**src/rtl/prjse3_pkg.sv**
```systemverilog
`default_nettype none
package prjse3_pkg;

    localparam int ROW_W          = 60;
    localparam int ENT_W          = 20;
    localparam int NENT           = 3;
    localparam int CRD_W          = 32;
    localparam int MD_W           = 17;
    localparam int IN_W           = 376;
    localparam int OUT_W          = 288;
    localparam int PRD_W          = CRD_W + ENT_W;
    localparam int AW             = PRD_W + 1;
    localparam int LO_W           = 26;
    localparam int HI_W           = AW - LO_W;
    localparam int PP_W           = HI_W + CRD_W;
    localparam int MUL_W          = AW + CRD_W;
    localparam int NUM_W          = MUL_W + 1;
    localparam int SQ_W           = 2 * CRD_W;
    localparam int QW             = 32;
    localparam int NLANE          = 6;
    localparam int NPNT           = 3;
    localparam int FST            = 8;
    localparam int COORD_FRAC_DEF = 16;
    localparam int ROT_FRAC_DEF   = 18;

    localparam logic [MD_W-1:0] MIN_DEPTH_RST = 17'd1;

    typedef struct packed {
        logic             last;
        logic [ROW_W-1:0] a_row;
        logic [ROW_W-1:0] b_row;
        logic [CRD_W-1:0] wx;
        logic [CRD_W-1:0] wy;
        logic [CRD_W-1:0] wz;
        logic [CRD_W-1:0] q;
        logic [CRD_W-1:0] cz;
    } t_row;

    typedef struct packed {
        logic last;
        logic bad;
    } t_side;

    function automatic int f_max(input int a, input int b);
        return (a > b) ? a : b;
    endfunction

    function automatic int f_ns(input int coord, input int rot);
        return (coord > rot) ? coord - rot : 0;
    endfunction

    function automatic int f_ds(input int coord, input int rot);
        return (rot > coord) ? rot - coord : 0;
    endfunction

    function automatic int f_dw(input int coord, input int rot);
        return SQ_W + f_ds(coord, rot);
    endfunction

    function automatic int f_nw(input int coord, input int rot);
        return f_max(NUM_W + f_ns(coord, rot) + 1, f_dw(coord, rot)) + 1;
    endfunction

    function automatic int f_ddw(input int coord, input int rot);
        return f_dw(coord, rot) + 1;
    endfunction

    function automatic int f_cw(input int coord, input int rot);
        return f_max(f_nw(coord, rot), f_ddw(coord, rot) + QW);
    endfunction

endpackage
`default_nettype wire

```
**src/rtl/prjse3_row_gen.sv**
```systemverilog
`default_nettype none
module prjse3_row_gen
    import prjse3_pkg::*;
(
    input  wire logic            i_clk,
    input  wire logic            i_rst_n,
    input  wire logic            i_ce,
    input  wire logic            i_valid,
    input  wire logic [IN_W-1:0] i_data,
    output logic                 o_ready,
    output logic                 o_valid,
    output t_row                 o_row
);

    logic             r_have;
    logic             r_phase;
    logic [ROW_W-1:0] r_rot0;
    logic [ROW_W-1:0] r_rot1;
    logic [ROW_W-1:0] r_rot2;
    logic [CRD_W-1:0] r_wx;
    logic [CRD_W-1:0] r_wy;
    logic [CRD_W-1:0] r_wz;
    logic [CRD_W-1:0] r_cx;
    logic [CRD_W-1:0] r_cy;
    logic [CRD_W-1:0] r_cz;
    logic             w_acc;

    assign o_ready = !r_have || (r_phase && i_ce);
    assign w_acc   = i_valid && o_ready;
    assign o_valid = r_have;

    always_ff @(posedge i_clk) begin
        if (!i_rst_n) begin
            r_have  <= 1'b0;
            r_phase <= 1'b0;
        end else begin
            if (i_ce && r_have) begin
                if (r_phase) begin
                    r_have  <= 1'b0;
                    r_phase <= 1'b0;
                end else begin
                    r_phase <= 1'b1;
                end
            end
            if (w_acc) begin
                r_have  <= 1'b1;
                r_phase <= 1'b0;
            end
        end
    end

    always_ff @(posedge i_clk) begin
        if (w_acc) begin
            r_rot0 <= i_data[0 +: ROW_W];
            r_rot1 <= i_data[ROW_W +: ROW_W];
            r_rot2 <= i_data[2*ROW_W +: ROW_W];
            r_wx   <= i_data[3*ROW_W +: CRD_W];
            r_wy   <= i_data[3*ROW_W + CRD_W +: CRD_W];
            r_wz   <= i_data[3*ROW_W + 2*CRD_W +: CRD_W];
            r_cx   <= i_data[3*ROW_W + 3*CRD_W +: CRD_W];
            r_cy   <= i_data[3*ROW_W + 4*CRD_W +: CRD_W];
            r_cz   <= i_data[3*ROW_W + 5*CRD_W +: CRD_W];
        end
    end

    always_comb begin
        o_row.last  = r_phase;
        o_row.a_row = r_phase ? r_rot1 : r_rot0;
        o_row.b_row = r_rot2;
        o_row.wx    = r_wx;
        o_row.wy    = r_wy;
        o_row.wz    = r_wz;
        o_row.q     = r_phase ? r_cy : r_cx;
        o_row.cz    = r_cz;
    end

endmodule
`default_nettype wire

```
**config.mk**
```make
export PLATFORM = sky130hd
export DESIGN_NAME = prjse3_row_gen
export DESIGN_NICKNAME = d
export VERILOG_FILES = /design/src/rtl/prjse3_pkg.sv /design/src/rtl/prjse3_row_gen.sv
export SDC_FILE = /design/constraint.sdc
export NUM_CORES = 1
export LEC_CHECK = 0
export BUFFER_PORTS_ARGS = -buffer_cell sky130_fd_sc_hd__buf_2
export CORE_AREA = 2 2 257 259
export CTS_CLUSTER_SIZE = 25
export DETAILED_ROUTE_END_ITERATION = 7
export DIE_AREA = 0 0 259 261
export HOLD_SLACK_MARGIN = 0.05
export PLACE_DENSITY = 0.43
export SYNTH_ARGS = -nofsm -noshare
export SYNTH_HDL_FRONTEND = slang
export SYNTH_SLANG_ARGS = --single-unit
export TNS_END_PERCENT = 20
```
**constraint.sdc**
```tcl
create_clock -name i_clk -period 24 [get_ports i_clk]
set_clock_uncertainty 0.15 [all_clocks]
set_input_delay 1.2 -clock i_clk [delete_from_list [all_inputs] [get_ports i_clk]]
set_output_delay 1.2 -clock i_clk [all_outputs]
set_load 0.02 [all_outputs]
```
==> results.sh, run 1 <==
export IMPL_outcome="complete, no violations"
export IMPL_path_cells="buf_4, mux2_2, buf_2"
export IMPL_grt_pass1_wl_mm=50.2
export IMPL_worst_slew_pin_slew_ps=1050
export IMPL_wl_mm=36.9
export IMPL_ys_warn_count=0
export IMPL_tns_ps=0
export IMPL_slowest_stage="buf_4"
export IMPL_p_per_area_nw_per_um2=86.5
export IMPL_numCtsBuffers=43
export IMPL_synth_seq_cells=374
export IMPL_cts_tree="yes"
export IMPL_ios=663
export IMPL_crit_path_end_kind="output pin"
export IMPL_stdcell_area_um2=18400
export IMPL_layout_common_cells="658 x buf_2, 372 x edfxtp_1, 48 x mux2_4, 44 x mux2_2, 44 x clkbuf_16"
export IMPL_syn_cell_area_um2=12600
export IMPL_max_freq_ghz=0.236
export IMPL_setup_violations=0
export IMPL_postSynthAreaPerCell_um2=25.9
export IMPL_firstDrtPassIters=6
export IMPL_io_buffers=658
export IMPL_path_buf_inv=2
export IMPL_netlist_instances=487
export IMPL_fin_crit_sh_pct=17.7
export IMPL_crit_arrival_ps=2890
export IMPL_die_h_um=261
export IMPL_dr_max_layer_used="met5"
export IMPL_p_leak_uw=0.00741
export IMPL_final_nets=1564
export IMPL_vias=7391
export IMPL_dr_wl_met2_mm=18.4
export IMPL_synth_mux_area_share_pct=9.64
export IMPL_peakVddDrop_v=0.0000562
export IMPL_hold_viol_final=0
export IMPL_cts_repair_resized=0
export IMPL_startpoint_type="register"
export IMPL_fin_crit_ps=4240
export IMPL_max_stage_delay_ps=840
export IMPL_via_per_inst=3.54
export IMPL_grt_pass1_vias=7841
export IMPL_core_area_um2=65000
export IMPL_postCtsSetupBuffers=0
export IMPL_synth_fa_ha_area_share_pct=0
export IMPL_ant_nets=0
export IMPL_wl_met1_mm=12.9
export IMPL_synth_top_family_by_area="multiplexers"
export IMPL_clk_latency_ps=540
export IMPL_cp_required_ps=22650
export IMPL_synthSimpleGateAreaFrac_pct=0.248
export IMPL_wl_met3_mm=3.97
export IMPL_gp_congestion=0.807
export IMPL_crit_family="buffers and inverters"
export IMPL_drc=0
export IMPL_placedInstanceArea_um2=16900
export IMPL_layout_commonest_cell="buf_2"
export IMPL_ctsHoldBuffers=0
export IMPL_path_class="reg2out"
export IMPL_cts_clk_slew_worst_paths_ps=60
export IMPL_yosysSeqAreaShare_pct=88.8
export IMPL_dieArea_um2=67600
export IMPL_hp_class="reg2reg"
export IMPL_crit_fanout=50
export IMPL_ys_types=17
export IMPL_grt_max_degree=84
export IMPL_syn2layout_area_growth_pct=45.5
export IMPL_synth_xor_area_share_pct=0
export IMPL_maxSlewViolCount=0
export IMPL_cts_max_level=2
export IMPL_cts_max_path_buffers=3
export IMPL_layout_drive_gt1_share_pct=67.3
export IMPL_die_w_um=259
export IMPL_maxSlewHeadroom_pct=30.1
export IMPL_antenna_found_initial=12
export IMPL_synth_compound_area_share_pct=0.178
export IMPL_drt_iter0_drc=301
export IMPL_overflow=0
export IMPL_whs_ps=384
export IMPL_dp_hpwl_mm=27.9
export IMPL_rsz0062_at_grt="no"
export IMPL_drv_cap=0
export IMPL_start_util_pct=19.4
export IMPL_grt_util_all_layers_pct=10.2
export IMPL_cts_root_buf="clkbuf_16"
export IMPL_synth_fp_nets=867
export IMPL_row_count=94
export IMPL_wire_per_inst_um=17.7
export IMPL_numClockSinks=374
-- routing by layer --
metal / up-vias / track usage (%)
li1: 3367 / -
met1: 3525 / 10.6
met2: 405 / 17.5
met3: 82 / 4.73
met4: 12 / 4.67
met5: - / 0
-- worst min-delay path: cells and delay by family (launching register included) --
| kind | cells | cell delay, ps |
|---|---|---|
| flops | 1 | 330 |
| simple gates | 1 | 90 |
| compound gates | 1 | 70 |
-- worst paths after layout --
| check | slack (ps) | depth (start not counted) | start | to |
|---|---|---|---|---|
| max | 19760 | 3 | r_phase | o_row[62] |
| min | 380 | 2 | o_valid | r_phase |
| max reg2reg | 19930 | 4 | r_phase | r_rot0[25] |
| min reg2reg | 380 | 2 | o_valid | r_phase |
-- cell usage after synthesis --
cell type | count | area [µm²]
nand2_1 | 1 | 3.75
o21a_1 | 1 | 7.51
buf_2 | 4 | 20.0
dfxtp_1 | 2 | 40.0
o31ai_1 | 1 | 7.51
buf_6 | 1 | 11.3
buf_12 | 1 | 20.0
buf_4 | 1 | 7.51
mux2_2 | 44 | 495
inv_1 | 1 | 3.75
mux2_4 | 48 | 721
nand4b_1 | 1 | 8.76
a21boi_0 | 1 | 7.51
and2_1 | 1 | 6.26
edfxtp_1 | 372 | 11200
buf_8 | 5 | 75.1
nor2b_1 | 2 | 12.5
-- power breakdown --
part | total (µW) | internal (µW) | switching, µW
logic | 149 | 58.3 | 90.3
clock network | 662 | 401 | 261
registers | 777 | 766 | 11.2
-- flip-flops by register name (all words and copies together) (netlist names) --
register,flops
r_rot0,60
r_rot1,60
r_wz,32
o_valid,1
r_wy,32
r_phase,1
r_rot2,60
r_wx,32
r_cy,32
r_cz,32
r_cx,32
-- cell families after synthesis --
kind of cell / count (synthesis)
and+or+nand+nor: 5
muxes: 92
DFF: 374
buffers and inverters: 13
AOI/OAI and AO/OA: 3
-- area by class of cell --
cell class / instances / area (µm²)
multi-input cells: 100 / 1280
inverters: 1 / 3.75
fillers: 6617 / 46700
well taps: 864 / 1080
diodes: 2 / 5.00
clock buffers: 52 / 1130
flip-flops and latches: 374 / 11200
repair buffers: 664 / 3340
clock inverters: 28 / 303
-- metrics by stage --
step,power [µW],setup slack (ps),instances,util [%]
after global placement,941,19610,2003,26.0
final,1590,19760,2085,28.2
after CTS,1620,19590,2083,28.2
after global routing,1650,19520,2084,28.2
after floorplan,890,5120,487,-
after detailed placement,943,19560,2003,26.0
No activity file was read; power rests on OpenSTA's default activity.
==> inputs of run 2 (changes only) <==
ABC_AREA = 1   (was default)
CORE_AREA = 2 2 255 257   (was 2 2 257 259)
DIE_AREA = 0 0 257 259   (was 0 0 259 261)
PLACE_DENSITY = 0.45   (was 0.43)
clock period = 3.6 ns   (was 24 ns; I/O delays follow)
==> run 2 against run 1 <==
First-iteration DRC count is 34% higher. Final area up 20%. Synthesized cell count rose by 40%. Sequential cell count stayed put. Sequential power rose to 6.7 times the previous value. Largest cell class unchanged. Critical endpoint is now o_row[225]. Via count increased by 31%. Hold slack worse by 230 ps. Register-to-register slack lost 19000 ps. Utilization is 6.2 points higher. Clock power grew to 6.4 times the previous value. Sequential share of layout area decreased by 10 points. Final cell count rose by 27%.
==> results.sh, run 2 <==
export IMPL_layout_common_cells="658 x buf_2, 376 x dlygate4sd3_1, 372 x edfxtp_1, 280 x nand2_1, 43 x clkbuf_16"
export IMPL_seq_power_share_pct=48.2
export IMPL_core_area_um2=63900
export IMPL_maxSlewHeadroom_pct=61.9
export IMPL_whs_ps=153
export IMPL_slowest_stage="dfxtp_4"
export IMPL_p_per_area_nw_per_um2=487
export IMPL_fin_crit_ps=2660
export IMPL_reg2reg_setup_slack_ps=1190
export IMPL_dp_hpwl_mm=31.2
export IMPL_io_buffers=658
export IMPL_syn_cell_area_um2=12400
export IMPL_grt_pass1_vias=10400
export IMPL_rsz0062_at_grt="no"
export IMPL_cts_max_path_buffers=3
export IMPL_layout_drive_gt1_share_pct=41.0
export IMPL_path_buf_inv=3
export IMPL_r2r_start="r_phase"
export IMPL_firstDrtPassIters=4
export IMPL_cp_required_ps=3270
export IMPL_cp_depth=5
export IMPL_path_cells="clkinv_2, buf_4, nand2_1, nand2_1, buf_2"
export IMPL_ant_nets=0
export IMPL_ys_warn_count=0
export IMPL_vias=9691
export IMPL_reg_top3="r_rot0: 60 flops, r_rot1: 60 flops, r_rot2: 60 flops"
export IMPL_r2r_cells=6
export IMPL_drt_iter0_drc=403
export IMPL_crit_family="buffers and inverters"
export IMPL_cts_root_buf="clkbuf_16"
export IMPL_synth_seq_cells=374
export IMPL_path_class="reg2out"
export IMPL_p_leak_uw=0.00928
export IMPL_via_per_inst=3.67
export IMPL_dieArea_um2=66600
export IMPL_grt_pass1_wl_mm=62.8
export IMPL_numCtsBuffers=42
export IMPL_power_share_switching_pct=23.6
export IMPL_wire_per_inst_um=16.4
export IMPL_crit_arrival_ps=2330
export IMPL_startpoint_type="register"
export IMPL_synth_fp_nets=1062
export IMPL_netlist_instances=682
export IMPL_crit_path_end_kind="output pin"
export IMPL_synth_top_area_share_pct=90.1
export IMPL_maxSlewViolCount=0
export IMPL_numClockSinks=374
export IMPL_ios=663
export IMPL_start_util_pct=19.4
export IMPL_overflow=0
export IMPL_max_stage_delay_ps=600
export IMPL_final_nets=2132
export IMPL_crit_path_start="r_phase"
export IMPL_row_count=93
export IMPL_grt_max_degree=66
export IMPL_wl_mm=43.3
export IMPL_power_switching_uw=2530
export IMPL_die_h_um=259
export IMPL_synthTopCellsByArea="edfxtp_1 90%, nand2_1 8.5%, buf_2 0.61%"
export IMPL_post_route_util_pct=34.4
export IMPL_path_common_cell="nand2_1"
export IMPL_die_w_um=257
export IMPL_reg2reg_to="r_phase"
export IMPL_ys_types=12
export IMPL_power_frac_clock_pct=39.4
export IMPL_synthTopCellsByCount="372 x edfxtp_1, 280 x nand2_1, 15 x buf_2, 4 x clkbuf_1"
export IMPL_hold_viol_final=0
export IMPL_drv_cap=0
export IMPL_cts_tree="yes"
export IMPL_internal_power_uw=8180
export IMPL_cts_max_level=2
export IMPL_peakVddDrop_v=0.000588
export IMPL_setup_violations=0
export IMPL_yosysSeqAreaShare_pct=90.4
export IMPL_max_freq_ghz=0.376
export IMPL_outcome="complete, no violations"
export IMPL_layout_commonest_cell="buf_2"
export IMPL_clk_latency_ps=540
export IMPL_drc=0
export IMPL_power_frac_comb_pct=12.4
export IMPL_fin_crit_sh_pct=73.9
export IMPL_worst_slew_pin_slew_ps=572
export IMPL_synth_edf_count=372
export IMPL_grt_util_all_layers_pct=12.4
export IMPL_crit_fanout=45
export IMPL_syn2layout_area_growth_pct=77.1
export IMPL_yosys_area_top_type="edfxtp_1"
export IMPL_synthArstFlopShare_pct=0
export IMPL_synth_top_flop_cell="edfxtp_1"
export IMPL_hp_class="in2reg"
export IMPL_postSynthAreaPerCell_um2=18.2
export IMPL_gp_congestion=0.783
export IMPL_cts_clk_slew_worst_paths_ps=60
export IMPL_yosysMostFrequentCell="edfxtp_1"
export IMPL_timing_critical_path_to="o_row[225]"
export IMPL_antenna_found_initial=6
run 2: changes by cell type after synthesis, sizes merged, moves of 2 or more:
cell    before  now
buf         12   17
nor2b        2    0
nand2        1  280
clkbuf       0    4
mux2        92    0
nand3        0    2
run 2: routing by layer:
layer | wire, µm | track usage, % | share of wire, %
met5 | 43 | 0 | 0.099
met4 | 1490 | 4.86 | 3.4
met3 | 3760 | 4.60 | 8.7
met2 | 22100 | 22.2 | 51
met1 | 15900 | 13.4 | 37
run 2: kinds of logic after synthesis:
family | synth area share, %
AO/OA/AOI/OAI | 0.101
buffers and inverters | 0.908
AND/OR/NAND/NOR | 8.59
flip-flops | 90.4
run 2: worst min path at each step:
stage | depth (start not counted) | startpoint | slack, ps | to
2_1_floorplan | 0 | i_data[276] | 130 | r_cx[0]
3_3_place_gp | 1 | i_data[150] | 210 | r_rot2[30]
3_5_place_dp | 1 | i_data[162] | 210 | r_rot2[42]
4_1_cts | 2 | i_data[154] | 120 | r_rot2[34]
5_1_grt | 2 | i_data[199] | 140 | r_wx[19]
6_report | 5 | i_ce | 150 | r_phase
run 2: worst register-to-register path: stages (launching register included):
cell and delay, ps:
dfxtp_4 600, clkinv_2 350, buf_4 380, nand2_1 150, nand3_1 70, dlygate4sd3_1 560, nor2_1 80
run 2: final cells by class:
class | instances | area (µm²)
Fill cell | 6226 | 41900
Antenna cell | 2 | 5.00
Multi-Input combinational cell | 285 | 1090
Timing Repair Buffer | 1047 | 7230
Clock buffer | 53 | 1110
Clock inverter | 24 | 233
Sequential cell | 374 | 11200
Tap cell | 855 | 1070
Inverter | 2 | 8.76
run 2: power groups by stage:
stage | Combinational, µW | Sequential [µW] | Clock [µW]
floorplan | 298 | 5460 | 0
global placement | 996 | 5250 | 0
detailed placement | 1010 | 5250 | 0
CTS | 1350 | 5170 | 4380
global route | 1430 | 5190 | 4530
finish | 1330 | 5170 | 4210
run 2: metrics by stage:
stage	setup TNS (ps)	worst slack, ps	cell area [µm²]	std cells	total power [µW]
floorplan	-1355110	-3630	12400	682	5760
global placement	0	1260	16900	2187	6250
detailed placement	0	1240	16900	2187	6260
CTS	0	718	22000	2640	10900
global route	0	670	22000	2642	11200
finish	0	939	22000	2642	10700
run 2: timing repair:
item / CTS / global route
buffers inserted: 0 / 0
endpoints found under the hold margin: 374 / 0
hold buffers: 376 / 0
resized for setup: 0 / 0
==> inputs of run 3 (changes only) <==
ABC_AREA = 0   (was 1)
CORE_AREA = 2 2 261 263   (was 2 2 255 257)
DIE_AREA = 0 0 263 265   (was 0 0 257 259)
PLACE_DENSITY = 0.44   (was 0.45)
clock period = 2.2 ns   (was 3.6 ns; I/O delays follow)
==> run 3 against run 2 <==
Non-clock buffer count grew 19. Register-to-register slack lost 760 ps. Utilization shrank 0.79 points. Hold slack lost 51 ps. Global-route usage shrank 0.73 points. First-iteration DRC count grew 1.2%. Sequential share of layout area shrank 1.1 points. Combinational power grew 75%. Largest power group unchanged. Critical path depth shrank 2.
==> results.sh, run 3 (synthesis results as in run 1) <==
export IMPL_hold_viol_final=0
export IMPL_multiInputGateArea_um2=1300
export IMPL_grt_pass1_wl_mm=61.8
export IMPL_numClockSinks=374
export IMPL_r2r_start="r_phase"
export IMPL_cts_max_level=2
export IMPL_grt_max_degree=58
export IMPL_fin_crit_sh_pct=98.5
export IMPL_slowest_stage="mux2_2"
export IMPL_postCtsSetupBuffers=0
export IMPL_hp_class="in2reg"
export IMPL_gp_congestion=0.823
export IMPL_crit_fanout=41
export IMPL_cts_max_path_buffers=3
export IMPL_crit_path_start="r_phase"
export IMPL_drv_cap=0
export IMPL_path_cells="buf_12, mux2_2, buf_2"
export IMPL_layout_commonest_cell="buf_2"
export IMPL_tns_ps=0
export IMPL_fin_crit_ps=2170
export IMPL_stdcell_area_um2=22400
export IMPL_p_per_area_nw_per_um2=784
export IMPL_syn2layout_area_growth_pct=77.8
export IMPL_dieArea_um2=69700
export IMPL_vias=9003
export IMPL_finalWorstSetupSlack_ps=32.2
export IMPL_cp_required_ps=1940
export IMPL_ios=663
export IMPL_path_class="reg2out"
export IMPL_fillers=6484
export IMPL_numCtsBuffers=44
export IMPL_maxSlewViolCount=0
export IMPL_crit_arrival_ps=1910
export IMPL_drc=0
export IMPL_peakVddDrop_v=0.000755
export IMPL_maxSlewHeadroom_pct=73.4
export IMPL_drt_iter0_drc=408
export IMPL_antenna_found_initial=5
export IMPL_via_per_inst=3.61
export IMPL_wire_per_inst_um=17.0
export IMPL_crit_path_end_kind="output pin"
export IMPL_crit_family="buffers and inverters"
export IMPL_die_h_um=265
export IMPL_max_freq_ghz=0.461
export IMPL_cts_root_buf="clkbuf_16"
export IMPL_row_count=95
export IMPL_io_buffers=658
export IMPL_clk_latency_ps=540
export IMPL_core_area_um2=66800
export IMPL_overflow=0
export IMPL_wl_mm=42.4
export IMPL_rsz0062_at_grt="yes"
export IMPL_start_util_pct=18.9
export IMPL_grt_pass1_vias=10200
export IMPL_setup_violations=0
export IMPL_outcome="complete, no violations"
export IMPL_reg_top3="r_rot0: 60 flops, r_rot1: 60 flops, r_rot2: 60 flops"
export IMPL_startpoint_type="register"
export IMPL_placedInstanceArea_um2=17200
export IMPL_grt_util_all_layers_pct=11.7
export IMPL_seqCellArea_um2=11200
export IMPL_stdcell_count=2497
export IMPL_path_buf_inv=2
export IMPL_firstDrtPassIters=6
export IMPL_max_stage_delay_ps=410
export IMPL_dp_hpwl_mm=30.4
export IMPL_p_leak_uw=0.00912
export IMPL_layout_drive_gt1_share_pct=51.7
export IMPL_cts_tree="yes"
export IMPL_hold_start="i_data[243]"
export IMPL_final_nets=1967
export IMPL_layout_common_cells="655 x buf_2, 386 x dlygate4sd3_1, 372 x edfxtp_1, 52 x mux2_4, 44 x clkbuf_16"
export IMPL_die_w_um=263
export IMPL_worst_slew_pin_slew_ps=398
export IMPL_ant_nets=0
export IMPL_dpl_worst_slack_ps=438
export IMPL_dp_cells=2028
export IMPL_cts_clk_slew_worst_paths_ps=60
run 3: changes by cell type in the layout (fill, tap and decap cells not counted), sizes merged, moves of 2 or more:
cell	change
nor2b	+2
nand3	-2
nand2	-279
mux2	+92
diode	+2
clkinv	-2
bufinv	-2
buf	+9
dlygate4sd3	+10
clkinvlp	+3
run 3: per-layer routing:
layer | vias to the layer above | global-route usage, % | part of all wire [%]
li1 | 4183 | - | -
met1 | 4309 | 12.9 | 38
met2 | 434 | 20.9 | 51
met3 | 75 | 4.05 | 8.4
met4 | 2 | 4.19 | 3.2
met5 | - | 0 | 0.026
run 3: final cells by class:
cell class	instances	area share, %
timing repair buffer	1066	33.3
antenna	4	0.0446
tap	873	4.87
multi-input combinational	100	5.81
inverter	1	0.0167
clock inverter	25	0.875
clock buffer	54	5.07
sequential	374	50.0
run 3: final timing paths:
check / cells past startpoint / slack [ps] / to
max: 3 / 30 / o_row[257]
min: 2 / 100 / r_wy[31]
max reg2reg: 4 / 430 / r_phase
min reg2reg: 3 / 830 / r_cy[20]
run 3: power breakdown:
part           leakage, µW  internal, µW  total (µW)  switching [µW]
clock             0.000647          3920        6820            2900
sequential         0.00356          8350        8450             108
combinational      0.00491          1160        2330            1170
total              0.00912         13400       17600            4180
run 3: worst reg2reg max path: cells and delay by family (launching register included):
family | cells | cell delay (ps)
AO/OA/AOI/OAI | 1 | 190
AND/OR/NAND/NOR | 1 | 100
flip-flops | 1 | 400
buffers and inverters | 2 | 880
run 3: what timing repair did:
item,4_1_cts,5_1_grt
endpoints found under the setup margin,20,35
hold endpoints to repair,387,0
hold buffers,386,0
pin swaps,0,0
gates resized for setup,6,4
run 3: through the flow:
step	util, %	power [µW]	hold slack (ps)
floorplan	-	9530	58.9
global placement	25.7	10400	137
detailed placement	25.7	10400	138
CTS	33.6	17900	50.3
global route	33.6	18300	71.8
finish	33.6	17600	103
